===== config.mk =====
export PLATFORM = sky130hd
export DESIGN_NAME = multicore_round_robin_scheduler_unit
export DESIGN_NICKNAME = d
export VERILOG_FILES = /design/src/hdl/mrrs_pkg.sv /design/src/hdl/mrrs_ram.sv /design/src/hdl/mrrs_ctrl.sv /design/src/hdl/mrrs_dp.sv /design/src/hdl/multicore_round_robin_scheduler_unit.sv
export SDC_FILE = /design/constraint.sdc
export NUM_CORES = 2
export LEC_CHECK = 0
export ABC_CLOCK_PERIOD_IN_PS = 6550
export BUFFER_PORTS_ARGS = -buffer_cell sky130_fd_sc_hd__clkbuf_2
export CAP_MARGIN = 20
export CORE_MARGIN = 4
export CORE_UTILIZATION = 50
export DETAILED_ROUTE_END_ITERATION = 6
export GPL_ROUTABILITY_DRIVEN = 0
export GPL_TIMING_DRIVEN = 0
export PLACE_DENSITY = 0.66
export SLEW_MARGIN = 20
export SYNTH_ARGS = -nofsm -noshare
export SYNTH_HDL_FRONTEND = slang
export SYNTH_SLANG_ARGS = --single-unit

===== constraint.sdc =====
create_clock -name clk -period 6.55 [get_ports clk]
set_input_delay 1.31 -clock clk [delete_from_list [all_inputs] [get_ports clk]]
set_output_delay 1.31 -clock clk [all_outputs]
set_load 0.02 [all_outputs]

===== src/hdl/mrrs_pkg.sv =====
package mrrs_pkg;

  // input opcodes
  localparam logic [1:0] OP_TICK      = 2'd0;
  localparam logic [1:0] OP_PUSH      = 2'd1;
  localparam logic [1:0] OP_SET_READY = 2'd2;
  localparam logic [1:0] OP_NOP       = 2'd3;

  // result status codes
  localparam logic [1:0] ST_OK       = 2'd0;
  localparam logic [1:0] ST_FULL     = 2'd1;
  localparam logic [1:0] ST_NO_READY = 2'd2;
  localparam logic [1:0] ST_RANGE    = 2'd3;

  // configuration register indexes
  localparam logic REG_QUANTUM     = 1'b0;
  localparam logic REG_ACTIVE_CPUS = 1'b1;

  localparam logic [15:0] QUANTUM_RESET = 16'd10;
  localparam logic [2:0]  ACTIVE_RESET  = 3'd4;
  localparam logic [15:0] TICK_MAX      = 16'hFFFF;

  typedef struct packed {
    logic load;
    logic push_step;
    logic push_commit;
    logic tick;
    logic scan_rd;
    logic scan_chk;
    logic set_ready;
    logic rd_cur;
  } cmd_t;

  typedef struct packed {
    logic cpu_ok;
    logic push_last;
    logic tick_due;
    logic scan_hit;
    logic scan_last;
  } stat_t;

endpackage


===== src/hdl/mrrs_ram.sv =====
module mrrs_ram #(
  parameter int WIDTH = 16,
  parameter int DEPTH = 64
) (
  input  logic                     clk,
  input  logic                     we,
  input  logic [$clog2(DEPTH)-1:0] waddr,
  input  logic [WIDTH-1:0]         wdata,
  input  logic                     re,
  input  logic [$clog2(DEPTH)-1:0] raddr,
  output logic [WIDTH-1:0]         rdata
);

  logic [WIDTH-1:0] mem [DEPTH];

  always_ff @(posedge clk) begin
    if (we) begin
      mem[waddr] <= wdata;
    end
    if (re) begin
      rdata <= mem[raddr];
    end
  end

endmodule


===== src/hdl/mrrs_ctrl.sv =====
module mrrs_ctrl (
  input  logic                 clk,
  input  logic                 rst,
  input  logic                 start,
  input  logic [1:0]           opcode,
  input  mrrs_pkg::stat_t      stat,
  output mrrs_pkg::cmd_t       cmd,
  output logic                 busy,
  output logic                 done
);

  localparam logic [3:0] S_IDLE    = 4'd0;
  localparam logic [3:0] S_PSCAN   = 4'd1;
  localparam logic [3:0] S_PCOMMIT = 4'd2;
  localparam logic [3:0] S_TICK    = 4'd3;
  localparam logic [3:0] S_SCANRD  = 4'd4;
  localparam logic [3:0] S_SCANCHK = 4'd5;
  localparam logic [3:0] S_SETRDY  = 4'd6;
  localparam logic [3:0] S_RDCUR   = 4'd7;
  localparam logic [3:0] S_DONE    = 4'd8;

  logic [3:0] state;
  logic [3:0] state_next;

  always_ff @(posedge clk) begin
    if (rst) begin
      state <= S_IDLE;
    end else begin
      state <= state_next;
    end
  end

  always_comb begin
    cmd        = '0;
    state_next = state;
    unique case (state)
      S_IDLE: begin
        if (start) begin
          cmd.load = 1'b1;
          unique case (opcode)
            mrrs_pkg::OP_PUSH:      state_next = S_PSCAN;
            mrrs_pkg::OP_TICK:      state_next = stat.cpu_ok ? S_TICK : S_DONE;
            mrrs_pkg::OP_SET_READY: state_next = stat.cpu_ok ? S_SETRDY : S_DONE;
            mrrs_pkg::OP_NOP:       state_next = stat.cpu_ok ? S_RDCUR : S_DONE;
          endcase
        end
      end
      S_PSCAN: begin
        cmd.push_step = 1'b1;
        if (stat.push_last) begin
          state_next = S_PCOMMIT;
        end
      end
      S_PCOMMIT: begin
        cmd.push_commit = 1'b1;
        state_next      = S_RDCUR;
      end
      S_TICK: begin
        cmd.tick   = 1'b1;
        state_next = stat.tick_due ? S_SCANRD : S_RDCUR;
      end
      S_SCANRD: begin
        cmd.scan_rd = 1'b1;
        state_next  = S_SCANCHK;
      end
      S_SCANCHK: begin
        cmd.scan_chk = 1'b1;
        state_next   = (stat.scan_hit || stat.scan_last) ? S_RDCUR : S_SCANRD;
      end
      S_SETRDY: begin
        cmd.set_ready = 1'b1;
        state_next    = S_RDCUR;
      end
      S_RDCUR: begin
        cmd.rd_cur = 1'b1;
        state_next = S_DONE;
      end
      S_DONE: begin
        state_next = S_IDLE;
      end
      default: begin
        state_next = S_IDLE;
      end
    endcase
  end

  assign busy = (state != S_IDLE);
  assign done = (state == S_DONE);

endmodule


===== src/hdl/mrrs_dp.sv =====
module mrrs_dp #(
  parameter int NUM_CPUS  = 4,
  parameter int MAX_TASKS = 16,
  parameter int ID_WIDTH  = 16
) (
  input  logic                 clk,
  input  logic                 rst,
  input  mrrs_pkg::cmd_t       cmd,
  output mrrs_pkg::stat_t      stat,
  input  logic [1:0]           opcode,
  input  logic [1:0]           cpu_index,
  input  logic [3:0]           slot_index,
  input  logic                 ready_flag,
  input  logic                 cfg_we,
  input  logic                 cfg_index,
  input  logic [15:0]          cfg_data,
  output logic [1:0]           status,
  output logic                 switched,
  output logic [1:0]           placed_cpu,
  output logic [3:0]           placed_slot,
  output logic [15:0]          new_task_id,
  output logic [3:0]           current_slot_out,
  output logic [15:0]          current_task_id
);

  localparam int CW    = (NUM_CPUS > 1) ? $clog2(NUM_CPUS) : 1;
  localparam int SW    = $clog2(MAX_TASKS);
  localparam int NW    = $clog2(MAX_TASKS + 1);
  localparam int AW    = CW + SW;
  localparam int DEPTH = 1 << AW;
  localparam int CXW   = (CW > 2) ? CW : 2;
  localparam int SXW   = (SW > 4) ? SW : 4;

  logic [NW-1:0]       task_count   [NUM_CPUS];
  logic [SW-1:0]       current_slot [NUM_CPUS];
  logic [15:0]         tick_count   [NUM_CPUS];
  logic [NUM_CPUS-1:0] slot0_ready;
  logic [ID_WIDTH-1:0] last_task_id;
  logic [15:0]         quantum;
  logic [2:0]          active_cpus;

  logic [CW-1:0] cpu_sel;
  logic [CW-1:0] best;
  logic [NW-1:0] best_cnt;
  logic [NW-1:0] scan_k;
  logic [SW-1:0] scan_p;
  logic [SW-1:0] scan_start;
  logic [SW-1:0] cur_q;
  logic [3:0]    slot_q;
  logic          rflag_q;

  logic [1:0]  status_q;
  logic        switched_q;
  logic [1:0]  placed_cpu_q;
  logic [3:0]  placed_slot_q;
  logic [15:0] new_id_q;
  logic        cur_valid_q;

  logic [NW-1:0]       cnt_sel;
  logic [SW-1:0]       cur_sel;
  logic [15:0]         tick_sel;
  logic [CW-1:0]       act_last;
  logic [CXW-1:0]      cpu_ext;
  logic [CXW-1:0]      best_ext;
  logic [CW-1:0]       cpu_in;
  logic [SXW-1:0]      slot_ext;
  logic [SW-1:0]       slot_sel;
  logic                slot_ok;
  logic [NW-1:0]       p_plus;
  logic [SW-1:0]       p_next;
  logic                push_full;
  logic [ID_WIDTH-1:0] id_next;
  logic [31:0]         pos32;
  logic [31:0]         nid32;
  logic [31:0]         cur32;
  logic [31:0]         cid32;

  logic                id_we;
  logic [AW-1:0]       id_raddr;
  logic [ID_WIDTH-1:0] id_rdata;
  logic                rdy_we;
  logic [AW-1:0]       rdy_waddr;
  logic                rdy_wdata;
  logic [AW-1:0]       rdy_raddr;
  logic                rdy_rdata;

  assign cnt_sel  = task_count[cpu_sel];
  assign cur_sel  = current_slot[cpu_sel];
  assign tick_sel = tick_count[cpu_sel];

  always_comb begin
    int a;
    a = int'(active_cpus);
    if (a < 1) begin
      a = 1;
    end
    if (a > NUM_CPUS) begin
      a = NUM_CPUS;
    end
    act_last = CW'(a - 1);
  end

  assign cpu_ext  = CXW'(cpu_index);
  assign cpu_in   = cpu_ext[CW-1:0];
  assign best_ext = CXW'(best);
  assign slot_ext = SXW'(slot_q);
  assign slot_sel = slot_ext[SW-1:0];
  assign slot_ok  = 32'(slot_q) < 32'(cnt_sel);

  // forward wrap of the scan pointer over the occupied slots
  assign p_plus = NW'(scan_p) + NW'(1);
  assign p_next = (p_plus >= cnt_sel) ? '0 : p_plus[SW-1:0];

  assign push_full = best_cnt >= NW'(MAX_TASKS);
  assign id_next   = last_task_id + ID_WIDTH'(1);
  assign pos32     = 32'(best_cnt);
  assign nid32     = 32'(id_next);

  assign stat.cpu_ok    = 32'(cpu_index) < 32'(NUM_CPUS);
  assign stat.push_last = (cpu_sel == act_last);
  assign stat.tick_due  = (tick_sel > quantum) && (cnt_sel > NW'(1));
  // slot 0 ready bits live in flops so reset can set them
  assign stat.scan_hit  = (scan_p == '0) ? slot0_ready[cpu_sel] : rdy_rdata;
  assign stat.scan_last = (scan_k == cnt_sel);

  assign id_we     = cmd.push_commit && !push_full;
  assign id_raddr  = {cpu_sel, cur_sel};
  assign rdy_we    = (cmd.push_commit && !push_full) ||
                     (cmd.set_ready && slot_ok && (slot_sel != '0));
  assign rdy_waddr = cmd.push_commit ? {best, best_cnt[SW-1:0]} : {cpu_sel, slot_sel};
  assign rdy_wdata = rflag_q;
  assign rdy_raddr = {cpu_sel, p_next};

  mrrs_ram #(
    .WIDTH (ID_WIDTH),
    .DEPTH (DEPTH)
  ) u_id_ram (
    .clk   (clk),
    .we    (id_we),
    .waddr ({best, best_cnt[SW-1:0]}),
    .wdata (id_next),
    .re    (cmd.rd_cur),
    .raddr (id_raddr),
    .rdata (id_rdata)
  );

  mrrs_ram #(
    .WIDTH (1),
    .DEPTH (DEPTH)
  ) u_rdy_ram (
    .clk   (clk),
    .we    (rdy_we),
    .waddr (rdy_waddr),
    .wdata (rdy_wdata),
    .re    (cmd.scan_rd),
    .raddr (rdy_raddr),
    .rdata (rdy_rdata)
  );

  always_ff @(posedge clk) begin
    if (rst) begin
      for (int i = 0; i < NUM_CPUS; i++) begin
        task_count[i]   <= NW'(1);
        current_slot[i] <= '0;
        tick_count[i]   <= '0;
      end
      slot0_ready  <= '1;
      last_task_id <= '0;
      quantum      <= mrrs_pkg::QUANTUM_RESET;
      active_cpus  <= mrrs_pkg::ACTIVE_RESET;
    end else begin
      if (cfg_we) begin
        unique case (cfg_index)
          mrrs_pkg::REG_QUANTUM:     quantum     <= cfg_data;
          mrrs_pkg::REG_ACTIVE_CPUS: active_cpus <= cfg_data[2:0];
        endcase
      end
      if (cmd.push_commit && !push_full) begin
        task_count[best] <= best_cnt + NW'(1);
        last_task_id     <= id_next;
      end
      if (cmd.tick) begin
        if (stat.tick_due) begin
          tick_count[cpu_sel] <= '0;
        end else if (tick_sel != mrrs_pkg::TICK_MAX) begin
          tick_count[cpu_sel] <= tick_sel + 16'd1;
        end
      end
      if (cmd.scan_chk && stat.scan_hit) begin
        current_slot[cpu_sel] <= scan_p;
      end
      if (cmd.set_ready && slot_ok && (slot_sel == '0)) begin
        slot0_ready[cpu_sel] <= rflag_q;
      end
    end
  end

  // per-item working and result registers
  always_ff @(posedge clk) begin
    if (cmd.load) begin
      cpu_sel       <= (opcode == mrrs_pkg::OP_PUSH) ? '0 : cpu_in;
      best          <= '0;
      best_cnt      <= '1;
      slot_q        <= slot_index;
      rflag_q       <= ready_flag;
      status_q      <= (!stat.cpu_ok && opcode != mrrs_pkg::OP_PUSH) ?
                       mrrs_pkg::ST_RANGE : mrrs_pkg::ST_OK;
      cur_valid_q   <= stat.cpu_ok || (opcode == mrrs_pkg::OP_PUSH);
      switched_q    <= 1'b0;
      placed_cpu_q  <= cpu_index;
      placed_slot_q <= '0;
      new_id_q      <= '0;
      cur_q         <= '0;
    end
    if (cmd.push_step) begin
      if (cnt_sel < best_cnt) begin
        best     <= cpu_sel;
        best_cnt <= cnt_sel;
      end
      cpu_sel <= cpu_sel + CW'(1);
    end
    if (cmd.push_commit) begin
      cpu_sel      <= best;
      placed_cpu_q <= best_ext[1:0];
      if (push_full) begin
        status_q <= mrrs_pkg::ST_FULL;
      end else begin
        placed_slot_q <= pos32[3:0];
        new_id_q      <= nid32[15:0];
      end
    end
    if (cmd.tick) begin
      scan_p     <= cur_sel;
      scan_start <= cur_sel;
      scan_k     <= '0;
    end
    if (cmd.scan_rd) begin
      scan_p <= p_next;
      scan_k <= scan_k + NW'(1);
    end
    if (cmd.scan_chk) begin
      if (stat.scan_hit) begin
        switched_q <= (scan_p != scan_start);
      end else if (stat.scan_last) begin
        status_q <= mrrs_pkg::ST_NO_READY;
      end
    end
    if (cmd.set_ready && !slot_ok) begin
      status_q <= mrrs_pkg::ST_RANGE;
    end
    if (cmd.rd_cur) begin
      cur_q <= cur_sel;
    end
  end

  assign cur32 = 32'(cur_q);
  assign cid32 = 32'(id_rdata);

  assign status           = status_q;
  assign switched         = switched_q;
  assign placed_cpu       = placed_cpu_q;
  assign placed_slot      = placed_slot_q;
  assign new_task_id      = new_id_q;
  assign current_slot_out = cur_valid_q ? cur32[3:0] : 4'd0;
  // slot 0 is never written by a push and holds id 0
  assign current_task_id  = (cur_valid_q && cur_q != '0) ? cid32[15:0] : 16'd0;

endmodule


===== src/hdl/multicore_round_robin_scheduler_unit.sv =====
// Steps: push searches the active CPUs, then commits and reads the current slot;
// set-ready writes the flag first; no-op only reads; tick may scan for a ready slot.
// Throughput: one item at a time; the next start is taken the cycle after done.
// The least-loaded search walks one CPU a cycle; the ready scan reads, then checks.
// Synchronous reset: slot 0 of each CPU ready with id 0, one task per CPU,
// quantum 10, four active CPUs. The receiver cannot stall: done lasts one cycle.
module multicore_round_robin_scheduler_unit #(
  parameter int NUM_CPUS  = 4,
  parameter int MAX_TASKS = 16,
  parameter int ID_WIDTH  = 16
) (
  input  logic        clk,
  input  logic        rst,
  input  logic        start,
  output logic        busy,
  input  logic [1:0]  opcode,
  input  logic [1:0]  cpu_index,
  input  logic [3:0]  slot_index,
  input  logic        ready_flag,
  output logic        done,
  output logic [1:0]  status,
  output logic        switched,
  output logic [1:0]  placed_cpu,
  output logic [3:0]  placed_slot,
  output logic [15:0] new_task_id,
  output logic [3:0]  current_slot_out,
  output logic [15:0] current_task_id,
  input  logic        cfg_valid,
  output logic        cfg_ready,
  input  logic        cfg_index,
  input  logic [15:0] cfg_data
);

  mrrs_pkg::cmd_t  cmd;
  mrrs_pkg::stat_t stat;
  logic            item_go;

  assign cfg_ready = 1'b1;
  assign item_go   = start && !busy;

  mrrs_ctrl u_ctrl (
    .clk    (clk),
    .rst    (rst),
    .start  (item_go),
    .opcode (opcode),
    .stat   (stat),
    .cmd    (cmd),
    .busy   (busy),
    .done   (done)
  );

  mrrs_dp #(
    .NUM_CPUS  (NUM_CPUS),
    .MAX_TASKS (MAX_TASKS),
    .ID_WIDTH  (ID_WIDTH)
  ) u_dp (
    .clk              (clk),
    .rst              (rst),
    .cmd              (cmd),
    .stat             (stat),
    .opcode           (opcode),
    .cpu_index        (cpu_index),
    .slot_index       (slot_index),
    .ready_flag       (ready_flag),
    .cfg_we           (cfg_valid),
    .cfg_index        (cfg_index),
    .cfg_data         (cfg_data),
    .status           (status),
    .switched         (switched),
    .placed_cpu       (placed_cpu),
    .placed_slot      (placed_slot),
    .new_task_id      (new_task_id),
    .current_slot_out (current_slot_out),
    .current_task_id  (current_task_id)
  );

endmodule

Word level (Yosys, flattened, before mapping). Memory sizes are Yosys's and may differ from the RTL's. A register that Yosys moved wholly into a read port is not among the register bits. Cells that the tools add are included.

Reductions and logical operators: 32. Mux-type cells: 92. Order comparisons: 10. $add $sub $neg: 7. Equality and inequality tests: 17. Bitwise operators: 2.

Operators with widths (number): $mux W16 (6); $mux W2 (24); $mux W4 (11); $mux W1 (38); $add A16 B1 Y16 const B (2); $mux W5 (6); $pmux W4 S7 (1); $eq A4 B3 Y1 const B (4); $gt A16 B16 Y1 (1); $ne A16 B16 Y1 const B (1); $pmux W4 S4 (1); $reduce_or A16 Y1 (1); $logic_not A4 Y1 (3); $reduce_bool A4 Y1 (3); $add A5 B1 Y5 const B (2); $logic_and A1 B1 Y1 (9); $eq A4 B2 Y1 const B (2); $mux W6 (1); $reduce_and A2 Y1 (3); $reduce_bool A2 Y1 (3); $add A4 B1 Y5 const B (1); $eq A5 B5 Y1 (1); $ge A5 B5 Y1 (1); $ge A5 B5 Y1 const B (1); other kinds (29) (34).

Output and inout port bits: 48. Memories: 5. Bits in registers: 99. Bits of input ports: 30. Memory bits (writable): 1188. Word-level logic and storage cells: 184.

Memories: u_dp.u_id_ram.mem (words 64, width 16, rd ports 1, clocked after Yosys merged registers in 1, write ports 1, line mrrs_ram.sv:14) `logic [WIDTH-1:0] mem [DEPTH];`; u_dp.tick_count (words 4, width 16, rd ports 1, clocked after Yosys merged registers in 1, write ports 4, line mrrs_dp.sv:36) `logic [15:0] tick_count [NUM_CPUS];`; u_dp.u_rdy_ram.mem (words 64, width 1, rd ports 1, clocked after Yosys merged registers in 1, write ports 1, line mrrs_ram.sv:14); u_dp.task_count (words 4, width 5, rd ports 1, clocked after Yosys merged registers in 1, write ports 4, line mrrs_dp.sv:34) `logic [NW-1:0] task_count [NUM_CPUS];`; u_dp.current_slot (words 4, width 4, rd ports 1, clocked after Yosys merged registers in 1, write ports 4, line mrrs_dp.sv:35) `logic [SW-1:0] current_slot [NUM_CPUS];`.

Logic depth before layout (Yosys ltp).
Word-level depth: 11. Gate-level depth with buffers: 14. Gate-level depth less buffers: 11.

Cells and area by module. A second synthesis with hierarchy kept.

Cells, all modules: 2981. Area total of the unflattened synthesis: 53194.8 sq um.

By module, submodules not included: mrrs_ram (u_dp.u_id_ram) (times used 1, area each 40202.3 sq um, sequential area each 31230.0 sq um, cells each 1829); mrrs_dp (times used 1, area each 9660.5 sq um, sequential area each 5205.0 sq um, cells each 899); mrrs_ram (u_dp.u_rdy_ram) (times used 1, area each 2924.1 sq um, sequential area each 1951.9 sq um, cells each 204); mrrs_ctrl (times used 1, area each 382.9 sq um, sequential area each 80.1 sq um, cells each 46); multicore_round_robin_scheduler_unit (times used 1, area each 25.0 sq um, sequential area each 0.0 sq um, cells each 3).

Worst setup path before layout. No wires, ideal clock.

Kind: flip-flop to flip-flop. Start: register u_dp.last_task_id[2]. End: memory u_dp.u_id_ram.mem[0][15] (data pin). Setup slack: 2.497 ns. Required time: 5.975 ns. Clock period less this slack: 4.053 ns. Arrival: 3.479 ns. Stages on the path, launching flop included: 7. Path buffers: 0. Library setup time: 0.575 ns. Cells stage by stage: dfxtp_1 > nand3_1 > nor4_1 > and3_1 > and3_1 > nand3_1 > xnor2_1.

Longest elaborated chain between the ends: 1.

RTL lines: start, declared (line mrrs_dp.sv:38) `logic [ID_WIDTH-1:0] last_task_id;`; start signal, assigned (line mrrs_dp.sv:180) `last_task_id <= id_next;`; $add A16 B1 Y16 (line mrrs_dp.sv:115) `assign id_next = last_task_id + ID_WIDTH'(1);`; via u_dp.id_next[15] (line mrrs_dp.sv:72) `logic [ID_WIDTH-1:0] id_next;`; end, declared (line mrrs_ram.sv:14).

The timed path passes the listed nets, and every way through them passes these cells.

Worst setup path in the final report.
Start: register u_dp.scan_p[0]. End: register u_dp.u_rdy_ram.rdata, read port of u_dp.u_rdy_ram.mem (data pin).

Longest elaborated chain between the ends: 3.

RTL lines: start, declared (line mrrs_dp.sv:46) `logic [SW-1:0] scan_p;`; start signal, assigned (line mrrs_dp.sv:233) `scan_p <= cur_sel;`; start signal, assigned (line mrrs_dp.sv:238) `scan_p <= p_next;`; $add A4 B1 Y5 (*) (line mrrs_dp.sv:111) `assign p_plus = NW'(scan_p) + NW'(1);`; $ge A5 B5 Y1 (line mrrs_dp.sv:112) `assign p_next = (p_plus >= cnt_sel) ? '0 : p_plus[SW-1:0];`; $mux W4 (*) (line mrrs_dp.sv:112); end, declared (line mrrs_ram.sv:11) `output logic [WIDTH-1:0] rdata`.

Every way passes the cells marked *; elsewhere a longest branch is shown, timed or not. A chain may end at the register's enable or synchronous reset.

==> metrics <==
result of the run=complete, but fails checks; violations in the final reports=design-rule violations; total of buffers placed on input and output ports=76; Iter 0 DRT Violations=around 4,400; Crit. End Element=register; worst clock skew=0.0328 ns; setup repair after global routing missed its margin=false; final period demand of the worst path=approximately 4.7 ns; Cells after Synth=3,972; sequential element share of the synthesized area=71.2%; insertion delay to the later sink of the worst-skew pair=0.74 ns; area share of xor/xnor cells in the synthesized design=0.892%; kind of start point of the critical path=register; Final #Nets=roughly 4,400; setup violation total in the final timing report=0; minimum setup slack after placement=1.88 ns; net count of the mapped netlist=4,041; gr ovfl total=0; cell area after synthesis=54,000 sq um; number of max-slew violations in the final report=0; Avg Inst Size Synth=13.6 sq um; via-per-instance ratio=6.22; Cell variety after synth=between 70 and 80; final-report hold violation count=0; clock sinks=between 1,000 and 1,500; initial antenna violation count=2; detailed-placement wirelength estimate=115 mm; Setup WS post-layout=1.87 ns; die outline area=113,000 sq um; number of buffers between clock root and the deepest sink=3; combinational family with the most area after synthesis=simple AND/OR/NAND/NOR gates; Post-CTS Hold Fix Bufs=0; pin count of the biggest net entering global routing=47; antenna fix cells=0; Final Instance Area=62,400 sq um; 1st-pass router iterations=7; total wire length after detailed routing=162 mm; # Max-Cap Violations=0; Site Rows=120; global-route track usage on met2=44.8%; first element of the critical path=u_dp.scan_p[0]$_DFFE_PP_; final routed DRC violation total=3; clock network fraction of total power=28.2%; Arrival @ worst endpoint=5.15 ns; Tightest Hold Check Type=register to register; part of the power in combinational logic=35.8%; Slew @ Worst Pin=between 1 and 1.5 ns; share of cell area taken by muxes after synthesis=around 4%; clock-pin slew on the worst setup and hold paths=0.06 ns; simple-gate share of the synthesized area=13.0%; worst IR drop on VDD=0.257 mV; height of the chip=337 microns; total clock buffers created by CTS=135; post-synthesis async set-or-reset flop share=0%; count of flip-flops with a built-in enable after synthesis=1,231; switching portion of total power=between 30% and 40%; sequential share of power=36.0%; CP max FO=10; number of top-level design ports=78; post-synthesis share of cell area spent on full adders, half adders and majority gates=0.903%; Routed wire per std cell=about 28 microns; CTS H-tree depth=4; share of cells above drive strength 1=15.3%; type of the worst setup path=register to register; GR Layer Usage met3=6.36%; wire length of the first global-routing pass=232 mm; setup_tns=0 ns; Compound-Gate Fraction of Synth Area=7.30%; area overhead of the layout relative to synthesis=15.6%; post-CTS resize count=0; required arrival time at the worst endpoint=7.02 ns; leakage dissipation=approximately 0.021 uW; clock tree from TritonCTS=yes; register-to-register setup slack=1.87 ns; overall global routing resource usage=about 28%; Post CTS Setup Buffer Count=0; layer with the highest usage after global routing=met2; routed vias=36,000; final cycle utilization of the critical path=71.5%; prevailing post-synth register cell=sky130_fd_sc_hd__edfxtp_1; Placed Area=58,200 sq um; worst hold start=u_dp.new_task_id[1]$_DFF_P_; switching power of the nets=10,100 uW; Slew headroom=15.9%; Worst R2R Start=u_dp.scan_p[0]$_DFFE_PP_; post-synthesis sequential element count=~1,300; width of the die=337 microns; CTS Root Cell=sky130_fd_sc_hd__clkbuf_16; cell internal pwr=around 16,000 uW; Pwr Density=~420 nW/um^2; Synth warnings=0; achievable clock frequency=0.214 GHz; routing usage on met1=37.9%; count of nets left with antenna violations after detail routing=0; total core area=107,000 sq um; number of global-route vias before repair=34,400; Initial Utilization=50.4%
[flip-flops by register name, summed over array words and instances (netlist names), 5 cells and up, named ones only]
| register | cells |
|---|---|
| u_dp.new_task_id | 16 |
| u_dp.best_cnt | 5 |
| u_dp.u_id_ram.rdata | 16 |
| u_dp.current_slot | 16 |
| u_dp.tick_count | 64 |
| u_dp.last_task_id | 16 |
| u_dp.u_id_ram.mem | 1024 |
| u_dp.quantum | 16 |
| u_dp.scan_k | 5 |
| u_dp.u_rdy_ram.mem | 64 |
| u_dp.task_count | 20 |
[synth_stat cells (5+ instances only)]
master / number / share of area [%]
sky130_fd_sc_hd__buf_1: 14 / 0.097
sky130_fd_sc_hd__mux4_2: 59 / 2.5
sky130_fd_sc_hd__o21ai_0: 37 / 0.34
sky130_fd_sc_hd__o21bai_1: 7 / 0.097
sky130_fd_sc_hd__a31oi_1: 69 / 0.80
sky130_fd_sc_hd__a21o_1: 7 / 0.097
sky130_fd_sc_hd__ha_1: 39 / 0.90
sky130_fd_sc_hd__and3_1: 11 / 0.13
sky130_fd_sc_hd__o21a_1: 9 / 0.13
sky130_fd_sc_hd__xor2_1: 35 / 0.57
sky130_fd_sc_hd__nand4_1: 6 / 0.069
sky130_fd_sc_hd__or2_2: 6 / 0.069
sky130_fd_sc_hd__a22o_1: 14 / 0.23
sky130_fd_sc_hd__a32oi_1: 17 / 0.28
sky130_fd_sc_hd__a311oi_1: 79 / 1.3
sky130_fd_sc_hd__o211ai_1: 10 / 0.14
sky130_fd_sc_hd__nand3_1: 257 / 2.4
sky130_fd_sc_hd__buf_2: 76 / 0.70
sky130_fd_sc_hd__or3_1: 11 / 0.13
sky130_fd_sc_hd__xnor2_1: 20 / 0.32
sky130_fd_sc_hd__edfxtp_1: 1231 / 68
sky130_fd_sc_hd__mux2_2: 11 / 0.23
sky130_fd_sc_hd__nor3b_1: 5 / 0.069
sky130_fd_sc_hd__buf_4: 26 / 0.36
sky130_fd_sc_hd__mux2i_1: 70 / 1.3
sky130_fd_sc_hd__inv_1: 45 / 0.31
sky130_fd_sc_hd__a211oi_1: 106 / 1.5
sky130_fd_sc_hd__nor2b_1: 125 / 1.4
sky130_fd_sc_hd__nand3b_1: 7 / 0.097
sky130_fd_sc_hd__a2111oi_0: 9 / 0.15
sky130_fd_sc_hd__nand2_1: 776 / 5.4
sky130_fd_sc_hd__a221oi_1: 17 / 0.28
sky130_fd_sc_hd__a21oi_1: 93 / 0.86
sky130_fd_sc_hd__nor4_1: 20 / 0.23
sky130_fd_sc_hd__nor2_1: 179 / 1.2
sky130_fd_sc_hd__clkbuf_1: 127 / 0.88
sky130_fd_sc_hd__nor3_1: 150 / 1.4
sky130_fd_sc_hd__dfxtp_1: 75 / 2.8
sky130_fd_sc_hd__a221o_1: 6 / 0.11
sky130_fd_sc_hd__a22oi_1: 17 / 0.24
sky130_fd_sc_hd__and2_1: 11 / 0.13
sky130_fd_sc_hd__a211o_1: 18 / 0.29
sky130_fd_sc_hd__buf_6: 12 / 0.25
sky130_fd_sc_hd__nand2b_1: 5 / 0.058
[power by group through the flow]
stage	Combinational, uW	Sequential [uW]	Clock [uW]
3_5_place_dp	9110	9620	0
2_1_floorplan	5300	9640	0
6_report	9410	9440	7400
5_1_grt	9810	9460	7800
4_1_cts	9160	9440	7450
3_3_place_gp	8920	9630	0
[logic make-up (layout without fill, tap and decap cells)]
| family | Yosys count | in the layout |
|---|---|---|
| AO/OA/AOI/OAI | 544 | 544 |
| XOR/XNOR | 55 | 55 |
| adder cells (fa/ha/maj) | 39 | 39 |
| buffers and inverters | 307 | 729 |
| flip-flops | 1306 | 1306 |
| multiplexers | 142 | 142 |
| other | 1 | 1 |
| AND/OR/NAND/NOR | 1578 | 1578 |
[layout make-up]
type,instances,area [sq um]
Buffer,256,1250
Clock buffer,166,3640
Clock inverter,70,567
Fill cell,8338,44800
Inverter,51,194
Multi-Input combinational cell,2359,14500
Sequential cell,1306,38500
Tap cell,1403,1760
Timing Repair Buffer,186,2020
[per-stage QoR]
step | power [uW] | utilization (%) | cells | hold slack (ns)
2_1_floorplan | 14900 | - | 3972 | 0.436
3_3_place_gp | 18600 | 52.4 | 5451 | 0.433
3_5_place_dp | 18700 | 54.3 | 5560 | 0.436
4_1_cts | 26100 | 58.2 | 5796 | 0.446
5_1_grt | 27100 | 58.3 | 5797 | 0.464
6_report | 26300 | 58.3 | 5797 | 0.440
[worst paths after layout]
kind                                                       end  cells after the start
worst min-delay path               u_dp.new_task_id[1]$_DFF_P_                      2
worst min register to register     u_dp.new_task_id[1]$_DFF_P_                      2
worst max-delay path            u_dp.u_rdy_ram.rdata$_DFFE_PP_                     13
worst max register to register  u_dp.u_rdy_ram.rdata$_DFFE_PP_                     13
[routing by layer]
| metal | share of wire (%) | vias to the layer above |
|---|---|---|
| li1 | - | 15600 |
| met1 | 38 | 17900 |
| met2 | 46 | 2174 |
| met3 | 11 | 393 |
| met4 | 4.9 | 4 |
| met5 | 0.017 | - |
[worst max-delay path, stage by stage, from the launching register on]
cell and delay [ns]:
sky130_fd_sc_hd__edfxtp_1 0.45, sky130_fd_sc_hd__clkbuf_1 0.25, sky130_fd_sc_hd__inv_1 0.24, sky130_fd_sc_hd__buf_1 0.54
sky130_fd_sc_hd__ha_1 0.47, sky130_fd_sc_hd__ha_1 0.26, sky130_fd_sc_hd__a21o_1 0.17, sky130_fd_sc_hd__a31oi_1 0.44
sky130_fd_sc_hd__o211ai_1 0.37, sky130_fd_sc_hd__buf_4 0.28, sky130_fd_sc_hd__a211oi_1 0.31, sky130_fd_sc_hd__o41ai_1 0.11
sky130_fd_sc_hd__a211o_1 0.28, sky130_fd_sc_hd__a32o_1 0.24
[placed cells by master, fill, tap and decap left out, types with 69 or more instances in the layout]
cell                        netlist  routed
sky130_fd_sc_hd__buf_2           76      80
sky130_fd_sc_hd__edfxtp_1      1231    1231
sky130_fd_sc_hd__nand2_1        776     776
sky130_fd_sc_hd__clkbuf_16        0     140
sky130_fd_sc_hd__nor2_1         179     119
sky130_fd_sc_hd__nor3_1         150     146
sky130_fd_sc_hd__dfxtp_1         75      75
sky130_fd_sc_hd__a31oi_1         69      69
sky130_fd_sc_hd__a21oi_1         93      93
sky130_fd_sc_hd__clkbuf_2         0      76
sky130_fd_sc_hd__nor2b_1        125     125
sky130_fd_sc_hd__clkbuf_1       127     149
sky130_fd_sc_hd__a211oi_1       106     106
sky130_fd_sc_hd__a311oi_1        79      79
sky130_fd_sc_hd__mux2i_1         70      70
sky130_fd_sc_hd__nand3_1        257     257
Note: power is estimated with default switching activity, not from simulation.
